===== src/hdl/lbc_pkg.sv =====
// ============================================================================
// lbc_pkg
// Shared codes and types of the LED blink controller: action codes of the
// input stream and the command that the top level hands to each channel.
// ============================================================================
package lbc_pkg;

    // Action codes carried in the input tuser field.
    localparam logic [1:0] ACT_TICK    = 2'd0;
    localparam logic [1:0] ACT_REQUEST = 2'd1;
    localparam logic [1:0] ACT_RESTORE = 2'd2;

    // Configuration register indexes.
    localparam logic CFG_PRESENT = 1'b0;
    localparam logic CFG_ACTIVE  = 1'b1;

    // Byte-padded widths of the stream payloads.
    localparam int IN_TDATA_W  = 40;
    localparam int OUT_TDATA_W = 8;
    localparam int LEVEL_W     = 8;

    // Per-channel command for one advancing transaction.
    typedef struct packed {
        logic tick;         // advance the running timer
        logic request;      // new pattern addressed to this configured channel
        logic restore;      // reapply the saved pattern of this configured channel
        logic push;         // request saves the current pattern
        logic off_forever;  // request pattern stops after its first on pulse
    } t_chan_cmd;

endpackage


===== src/hdl/lbc_chan.sv =====
// ============================================================================
// lbc_chan
// State and next-state logic of one LED channel: current and saved pattern,
// push slot, tick timer and lit flag.
// ============================================================================
module lbc_chan #(
    parameter int TIME_BITS = 16
) (
    input  logic                  i_clk,
    input  logic                  i_rst_n,
    input  logic                  i_advance,
    input  lbc_pkg::t_chan_cmd    i_cmd,
    input  logic [TIME_BITS-1:0]  i_on_time,
    input  logic [TIME_BITS-1:0]  i_off_time,
    output logic                  o_lit_next
);

    logic                 r_lit, n_lit;
    logic                 r_running, n_running;
    logic                 r_timer_made, n_timer_made;
    logic                 r_push_pending, n_push_pending;
    logic [TIME_BITS-1:0] r_remaining, n_remaining;
    logic [TIME_BITS-1:0] r_cur_on, n_cur_on;
    logic [TIME_BITS:0]   r_cur_off, n_cur_off;
    logic [TIME_BITS-1:0] r_saved_on, n_saved_on;
    logic [TIME_BITS:0]   r_saved_off, n_saved_off;

    logic                 w_apply;
    logic                 w_push;
    logic [TIME_BITS-1:0] w_on;
    logic [TIME_BITS:0]   w_off;

    // A restore replays the saved pattern as a push.
    assign w_apply = i_cmd.request | i_cmd.restore;
    assign w_push  = i_cmd.restore | i_cmd.push;
    assign w_on    = i_cmd.restore ? r_saved_on : i_on_time;
    assign w_off   = i_cmd.restore ? r_saved_off : {i_cmd.off_forever, i_off_time};

    always_comb begin
        n_lit          = r_lit;
        n_running      = r_running;
        n_timer_made   = r_timer_made;
        n_push_pending = r_push_pending;
        n_remaining    = r_remaining;
        n_cur_on       = r_cur_on;
        n_cur_off      = r_cur_off;
        n_saved_on     = r_saved_on;
        n_saved_off    = r_saved_off;

        if (w_apply) begin
            if (r_timer_made && !w_push && r_push_pending) begin
                // A push is pending: only the slot is overwritten.
                n_saved_on  = w_on;
                n_saved_off = w_off;
            end else begin
                if (r_timer_made) begin
                    n_running = 1'b0;
                end
                if (!r_push_pending) begin
                    n_saved_on     = r_cur_on;
                    n_saved_off    = r_cur_off;
                    n_push_pending = w_push;
                end
                n_cur_on  = w_on;
                n_cur_off = w_off;
                priority if (w_on == '0) begin
                    n_lit = 1'b0;
                end else if (w_off[TIME_BITS-1:0] == '0 && !w_off[TIME_BITS]) begin
                    n_lit = 1'b1;
                end else begin
                    n_timer_made = 1'b1;
                    n_lit        = 1'b1;
                    n_remaining  = w_on;
                    n_running    = 1'b1;
                end
            end
            if (i_cmd.restore) begin
                n_push_pending = 1'b0;
            end
        end else if (i_cmd.tick && r_running) begin
            if (r_remaining > TIME_BITS'(1)) begin
                n_remaining = r_remaining - TIME_BITS'(1);
            end else begin
                n_lit = !r_lit;
                if (r_lit && r_cur_off[TIME_BITS]) begin
                    // End of the single on pulse of a forever-off pattern.
                    n_running   = 1'b0;
                    n_remaining = '0;
                end else begin
                    n_remaining = r_lit ? r_cur_off[TIME_BITS-1:0] : r_cur_on;
                end
            end
        end
    end

    always_ff @(posedge i_clk) begin
        if (!i_rst_n) begin
            r_lit          <= 1'b0;
            r_running      <= 1'b0;
            r_timer_made   <= 1'b0;
            r_push_pending <= 1'b0;
            r_remaining    <= '0;
            r_cur_on       <= '0;
            r_cur_off      <= '0;
            r_saved_on     <= '0;
            r_saved_off    <= '0;
        end else if (i_advance) begin
            r_lit          <= n_lit;
            r_running      <= n_running;
            r_timer_made   <= n_timer_made;
            r_push_pending <= n_push_pending;
            r_remaining    <= n_remaining;
            r_cur_on       <= n_cur_on;
            r_cur_off      <= n_cur_off;
            r_saved_on     <= n_saved_on;
            r_saved_off    <= n_saved_off;
        end
    end

    assign o_lit_next = n_lit;

endmodule


===== src/hdl/led_blink_controller_top.sv =====
// ============================================================================
// led_blink_controller_top
// LED blinker with per-channel tick timers, push/restore slot and
// configurable presence and active level masks.
// ============================================================================
// Usage:
//   Input stream (s_axis_*): one transaction per action. tuser holds the
//   action code (tick, blink request, restore); tdata holds the channel
//   index, on time, off time, forever-off flag and push flag.
//   Output stream (m_axis_*): exactly one transaction per input, in order;
//   tdata holds the pin level of every channel after that action, tuser
//   holds the ok flag (0 when a request or restore names an unconfigured
//   channel).
//   Configuration (i_cfg_*): index 0 writes the present mask, index 1 the
//   active level mask; always ready, to be written only while idle.
// Timing: an input is registered, then all channels update in parallel
//   into the output register; one transaction is accepted every cycle
//   while the receiver takes results. When the receiver stalls, the
//   output register holds its result and the input register fills; input
//   ready then drops until the output is taken.
// Reset: synchronous active low; all channels dark and stopped, present
//   mask 0, active level mask all ones, both stream registers empty.
// ============================================================================
module led_blink_controller_top #(
    parameter int LED_COUNT = 8,
    parameter int TIME_BITS = 16
) (
    input  logic                                i_clk,
    input  logic                                i_rst_n,
    // Input stream
    input  logic                                s_axis_tvalid,
    output logic                                s_axis_tready,
    // tdata: led_index[2:0], on_time[18:3], off_time[34:19], off_forever[35],
    //        is_push[36], zero[39:37]
    input  logic [lbc_pkg::IN_TDATA_W-1:0]      s_axis_tdata,
    // tuser: action[1:0]
    input  logic [1:0]                          s_axis_tuser,
    // Output stream
    output logic                                m_axis_tvalid,
    input  logic                                m_axis_tready,
    // tdata: led_levels[7:0]
    output logic [lbc_pkg::OUT_TDATA_W-1:0]     m_axis_tdata,
    // tuser: ok[0]
    output logic [0:0]                          m_axis_tuser,
    // Configuration write channel
    input  logic                                i_cfg_valid,
    output logic                                o_cfg_ready,
    input  logic                                i_cfg_index,
    input  logic [lbc_pkg::LEVEL_W-1:0]         i_cfg_data
);

    localparam int EXT_W = (TIME_BITS > 16) ? TIME_BITS : 16;

    // Input register
    logic        r_in_valid;
    logic [1:0]  r_action;
    logic [2:0]  r_index;
    logic [15:0] r_on_time;
    logic [15:0] r_off_time;
    logic        r_forever;
    logic        r_push;

    // Output register
    logic                        r_out_valid;
    logic [lbc_pkg::LEVEL_W-1:0] r_levels;
    logic                        r_ok;

    // Configuration registers
    logic [lbc_pkg::LEVEL_W-1:0] r_present;
    logic [lbc_pkg::LEVEL_W-1:0] r_active;

    logic                        w_advance;
    logic                        w_in_take;
    logic                        w_idx_present;
    logic                        w_is_cmd;
    logic                        n_ok;
    logic [lbc_pkg::LEVEL_W-1:0] n_levels;
    logic [EXT_W-1:0]            w_on_ext;
    logic [EXT_W-1:0]            w_off_ext;
    logic [TIME_BITS-1:0]        w_on;
    logic [TIME_BITS-1:0]        w_off;
    logic [LED_COUNT-1:0]        w_lit_next;

    assign w_advance     = r_in_valid && (!r_out_valid || m_axis_tready);
    assign s_axis_tready = !r_in_valid || w_advance;
    assign w_in_take     = s_axis_tvalid && s_axis_tready;
    assign o_cfg_ready   = 1'b1;

    always_ff @(posedge i_clk) begin
        if (!i_rst_n) begin
            r_in_valid <= 1'b0;
        end else if (w_in_take) begin
            r_in_valid <= 1'b1;
        end else if (w_advance) begin
            r_in_valid <= 1'b0;
        end
    end

    always_ff @(posedge i_clk) begin
        if (w_in_take) begin
            r_action   <= s_axis_tuser;
            r_index    <= s_axis_tdata[2:0];
            r_on_time  <= s_axis_tdata[18:3];
            r_off_time <= s_axis_tdata[34:19];
            r_forever  <= s_axis_tdata[35];
            r_push     <= s_axis_tdata[36];
        end
    end

    always_ff @(posedge i_clk) begin
        if (!i_rst_n) begin
            r_present <= '0;
            r_active  <= '1;
        end else if (i_cfg_valid && o_cfg_ready) begin
            unique case (i_cfg_index)
                lbc_pkg::CFG_PRESENT: r_present <= i_cfg_data;
                lbc_pkg::CFG_ACTIVE:  r_active  <= i_cfg_data;
                default:              r_present <= r_present;
            endcase
        end
    end

    // Times are fitted to the timer width.
    assign w_on_ext  = EXT_W'(r_on_time);
    assign w_off_ext = EXT_W'(r_off_time);
    assign w_on      = w_on_ext[TIME_BITS-1:0];
    assign w_off     = w_off_ext[TIME_BITS-1:0];

    assign w_idx_present = (32'(r_index) < 32'(LED_COUNT)) && r_present[r_index];
    assign w_is_cmd      = (r_action == lbc_pkg::ACT_REQUEST) ||
                           (r_action == lbc_pkg::ACT_RESTORE);
    assign n_ok          = !w_is_cmd || w_idx_present;

    genvar c;
    generate
        for (c = 0; c < LED_COUNT; c++) begin : g_chan
            lbc_pkg::t_chan_cmd w_cmd;
            logic               w_sel;

            if (c < lbc_pkg::LEVEL_W) begin : g_addr
                assign w_sel = (r_index == 3'(c)) && r_present[c];
            end else begin : g_noaddr
                assign w_sel = 1'b0;
            end

            assign w_cmd.tick        = (r_action == lbc_pkg::ACT_TICK);
            assign w_cmd.request     = w_sel && (r_action == lbc_pkg::ACT_REQUEST);
            assign w_cmd.restore     = w_sel && (r_action == lbc_pkg::ACT_RESTORE);
            assign w_cmd.push        = r_push;
            assign w_cmd.off_forever = r_forever;

            lbc_chan #(
                .TIME_BITS (TIME_BITS)
            ) u_chan (
                .i_clk      (i_clk),
                .i_rst_n    (i_rst_n),
                .i_advance  (w_advance),
                .i_cmd      (w_cmd),
                .i_on_time  (w_on),
                .i_off_time (w_off),
                .o_lit_next (w_lit_next[c])
            );
        end

        for (c = 0; c < lbc_pkg::LEVEL_W; c++) begin : g_level
            if (c < LED_COUNT) begin : g_on
                assign n_levels[c] = r_present[c] && (w_lit_next[c] == r_active[c]);
            end else begin : g_off
                assign n_levels[c] = 1'b0;
            end
        end
    endgenerate

    always_ff @(posedge i_clk) begin
        if (!i_rst_n) begin
            r_out_valid <= 1'b0;
        end else if (w_advance) begin
            r_out_valid <= 1'b1;
        end else if (m_axis_tready) begin
            r_out_valid <= 1'b0;
        end
    end

    always_ff @(posedge i_clk) begin
        if (w_advance) begin
            r_levels <= n_levels;
            r_ok     <= n_ok;
        end
    end

    assign m_axis_tvalid   = r_out_valid;
    assign m_axis_tdata    = r_levels;
    assign m_axis_tuser[0] = r_ok;

endmodule


===== config.mk =====
export PLATFORM = sky130hd
export DESIGN_NAME = led_blink_controller_top
export DESIGN_NICKNAME = d
export VERILOG_FILES = /design/src/hdl/lbc_pkg.sv /design/src/hdl/lbc_chan.sv /design/src/hdl/led_blink_controller_top.sv
export SDC_FILE = /design/constraint.sdc
export NUM_CORES = 2
export LEC_CHECK = 0
export BUFFER_PORTS_ARGS = -buffer_cell sky130_fd_sc_hd__buf_2
export CAP_MARGIN = 20
export CORE_MARGIN = 3
export CORE_UTILIZATION = 39
export CTS_BUF_LIST = sky130_fd_sc_hd__clkbuf_16
export CTS_CLUSTER_DIAMETER = 120
export DETAILED_ROUTE_END_ITERATION = 10
export GPL_ROUTABILITY_DRIVEN = 0
export GPL_TIMING_DRIVEN = 0
export PLACE_DENSITY = 0.57
export SLEW_MARGIN = 10
export SYNTH_ARGS = -nofsm -noshare
export SYNTH_HDL_FRONTEND = slang
export SYNTH_SLANG_ARGS = --single-unit

===== constraint.sdc =====
create_clock -name i_clk -period 3.4 [get_ports i_clk]
set_input_delay 0.34 -clock i_clk [delete_from_list [all_inputs] [get_ports i_clk]]
set_output_delay 0.34 -clock i_clk [all_outputs]
set_load 0.02 [all_outputs]

==> results.md <==
* Status: finished, violations left
* Failing checks: negative setup slack
* FF+latch count, synth at between 700 and 800
* Fin crit period at around 3.4 ns
* Async set-reset flop share out of synthesis at 0
* EDFF count, synth at 48
* Final core utilization at 0.457
* Syn Nets at between 5000 and 6000
* FMAX at about 290 MHz
* Leakage at 0.0154 uW
* First-pass GRT wire length at between 200 and 250 mm
* Clk sinks at about 750
* Yosys cell types at 81
* Synth Instances at 4966
* Crit path from: r_action[0]$_DFFE_PP_
* Chip Width at between 300 and 400 um
* Fillers at approximately 10000
* CP Cell Sequence: inv_1 -> ha_2 -> clkinvlp_4 -> nor2_4 -> buf_8 -> and2_1 -> a21oi_1 -> clkbuf_1 -> nor3_1 -> a211oi_1
* Max-cap viol count at 0
* Buf/Inv on CP at 4
* Crit path max-delay family: buffers and inverters
* Total number of vias at 40669
* Final nets at between 5000 and 6000
* Most frequent cell after synthesis: nand2_1
* Synth warn at 0
* CP Capture Type: flip-flop
* RSZ-0062 raised after global routing: yes
* Worst reg2reg path depth at 10
* Critical Path RT at between 3 and 4 ns
* Root buf cell: clkbuf_16
* Cts bufs inserted at approximately 90
* Seq/Total Area, Yosys at 0.403
* Global route overflow at 0
* CP startpoint kind: flip-flop
* Clk buf depth at 3
* DR vias/cell at roughly 6.2
* Final hold vios at 0
* Commonest cells post-synth: 869 x nand2_1, 792 x nor2_1, 706 x dfxtp_1, 407 x clkbuf_1, 287 x a211oi_1
* Synth Flop Type: dfxtp_1
* Die span in y at between 300 and 400 um
* Worst skew pair latency at between 0.6 and 0.7 ns
* Clock skew at a little over 0.03 ns
* Slew headroom at 0.114
* Setup violators final at 2
* CP Class: reg2reg
* Pwr dens at ~440 nW/um2
* CP max stage delay at 0.59 ns
* Slowest CP cell: ha_2
* Initial antenna violation count at 14
* Sequential cell area at between 15000 and 20000 um2
* Share of cells above drive strength 1 at 0.0751
* Post-DP HPWL at approximately 120 mm
* Synth area leaders: dfxtp_1 37%, nand2_1 8.4%, nor2_1 7.7%, a311oi_1 5.9%, mux2i_1 5.7%
* Mapped Avg Cell Area at around 8 um2
* Multi-input logic area at between 20000 and 25000 um2
* H-tree lvl count at 3
* Detailed Route WL at ~170 mm
* Core Footprint at about 97000 um2
* Overall Global Routing Usage at 0.321
* Worst setup path end: g_chan[0].u_chan.r_remaining[1]$_SDFFE_PN0P_
* Post-Syn Area at approximately 39000 um2
* DR pass1 iterations at 8
* Final ANT Viol Nets at 0
* Final setup margin at -0.0134 ns
* CP arrival at a little under 4 ns
* Die Area at about 100000 um2
* Crit path depth at 10
* CTS tree: done
* Buffers on Ports at 62
* Initial drt markers at 4703
* Period utilization at 1.00
* Cell taking the most area after synthesis: dfxtp_1
* Clock slew at reported path FFs at approximately 0.06 ns
* Post-synth top area share at 0.366
* R2r setup slk at -0.01 ns
* Worst reg2reg endpoint: g_chan[0].u_chan.r_remaining[1]$_SDFFE_PN0P_
* Wire per inst at ~26 um
* Initial Utilization at 0.396
* WHS at 0.0573 ns
* Setup TNS at -0.0146 ns
* Std cell rows at approximately 110
* Crit Path Max Fanout at 11
* Maximum resistive drop on vdd at ~0.00037 V
* IO Count at 68
* Slew Viols, Final at 0
* Synth-to-layout area growth at 15.3%
* Worst Hold Class: in2reg
* R2r startpoint: r_action[0]$_DFFE_PP_
* Largest net degree at the start of global routing at 40
* DRC Markers at 0
* Number of global-route vias before repair at 37115
* Slew @ Worst Pin at between 1 and 1.5 ns
[metal layers]
layer  part of all wire  GRT usage  up-vias
met1               0.42      0.446    19515
met3               0.11     0.0796      488
li1                   -          -    18379
met4              0.058      0.160       10
met5            0.00037          0        -
met2               0.41      0.463     2277
[flip-flops by register name (all words and copies together), names as in the netlist, 16 cells and up]
signal	flops
g_chan.u_chan.r_cur_off	136
g_chan.u_chan.r_cur_on	128
r_on_time	16
g_chan.u_chan.r_saved_on	128
r_off_time	16
g_chan.u_chan.r_saved_off	136
g_chan.u_chan.r_remaining	128
[how the worst min path moves through the flow]
stage,slack (ns),startpoint,end,cells past startpoint
after floorplan,0.44,s_axis_tuser[0],r_action[0]$_DFFE_PP_,0
after global placement,0.45,g_chan[1].u_chan.r_saved_on[6]$_SDFFE_PN0P_,g_chan[1].u_chan.r_saved_on[6]$_SDFFE_PN0P_,2
after detailed placement,0.46,g_chan[1].u_chan.r_saved_on[6]$_SDFFE_PN0P_,g_chan[1].u_chan.r_saved_on[6]$_SDFFE_PN0P_,2
after CTS,0.009,i_cfg_data[0],r_active[0]$_SDFFE_PN1P_,3
after global routing,0.05,i_cfg_data[0],r_active[0]$_SDFFE_PN1P_,3
final,0.06,i_cfg_data[0],r_active[0]$_SDFFE_PN1P_,3
[cells in the final DEF, fill, tap and decap left out, types with 11 or more instances in the layout]
| cell type | count |
|---|---|
| clkbuf_2 | 81 |
| inv_1 | 112 |
| clkinv_1 | 32 |
| nand2_1 | 866 |
| nor3_1 | 64 |
| buf_4 | 28 |
| clkbuf_16 | 93 |
| clkinv_2 | 13 |
| clkbuf_1 | 324 |
| nand4_1 | 37 |
| nand3b_1 | 11 |
| nand3_1 | 85 |
| xnor2_1 | 42 |
| edfxtp_1 | 48 |
| a221oi_1 | 26 |
| ha_1 | 17 |
| buf_2 | 86 |
| and3_1 | 17 |
| and2_1 | 16 |
| mux2i_1 | 221 |
| xor2_1 | 41 |
| o22ai_1 | 42 |
| a31oi_1 | 64 |
| nor2_1 | 781 |
| or4_1 | 11 |
| a21oi_1 | 186 |
| dlygate4sd3_1 | 47 |
| o211ai_1 | 67 |
| dfxtp_1 | 706 |
| or3_1 | 12 |
| o21ai_0 | 156 |
| nor4_1 | 88 |
| a311oi_1 | 258 |
| o211a_1 | 17 |
| a211oi_1 | 287 |
| o221ai_1 | 45 |
| buf_1 | 18 |
[layout make-up]
cell class                 count  area share
inverter                      95     0.00821
multi-input combinational   3651       0.473
antenna                        4    0.000225
timing repair buffer         159      0.0297
clock inverter                73     0.00958
sequential                   754       0.350
clock buffer                  93      0.0523
tap                         1276      0.0359
buffer                       448      0.0409
[repair_timing]
item / CTS / global route
resized for setup: 62 / 83
buffers inserted: 17 / 14
endpoints found under the setup margin: 627 / 468
pin swaps: 2 / 1
gates cloned: 0 / 0
hold buffers: 47 / 0
endpoints found under the hold margin: 50 / 0
[power breakdown]
group | internal (uW) | switching [uW]
Sequential | 8990 | 94.1
Clock | 5160 | 4100
Combinational | 303 | 964
[cell families (layout without fill, tap and decap cells)]
logic type / after synthesis / after routing / share of synthesized area
xor gates and xnor gates: 83 / 83 / 0.0188
DFF: 754 / 754 / 0.403
other: 1 / 5 / 0.0000971
and+or+nand+nor: 2061 / 2061 / 0.224
adders and majority gates: 19 / 19 / 0.00615
muxes: 225 / 225 / 0.0590
AOI/OAI and AO/OA: 1262 / 1262 / 0.234
buffers and inverters: 561 / 868 / 0.0551
[worst register-to-register path: stages (launching register included)]
cell and delay (ns):
edfxtp_1 0.52, inv_1 0.15, ha_2 0.59, clkinvlp_4 0.43, nor2_4 0.37, buf_8 0.22
and2_1 0.23, a21oi_1 0.10, clkbuf_1 0.31, nor3_1 0.26, a211oi_1 0.07
[metrics by stage]
stage	total power [uW]	worst slack, ns	area, um2	cells
CTS	19600	-0.109	44300	6540
finish	19600	-0.0134	44500	6553
global placement	10400	-2.36	40500	6304
floorplan	9720	0.711	38600	4966
detailed placement	10400	-1.21	40800	6319
global route	20000	-0.0160	44500	6549
(Power assumes the default switching activity.)
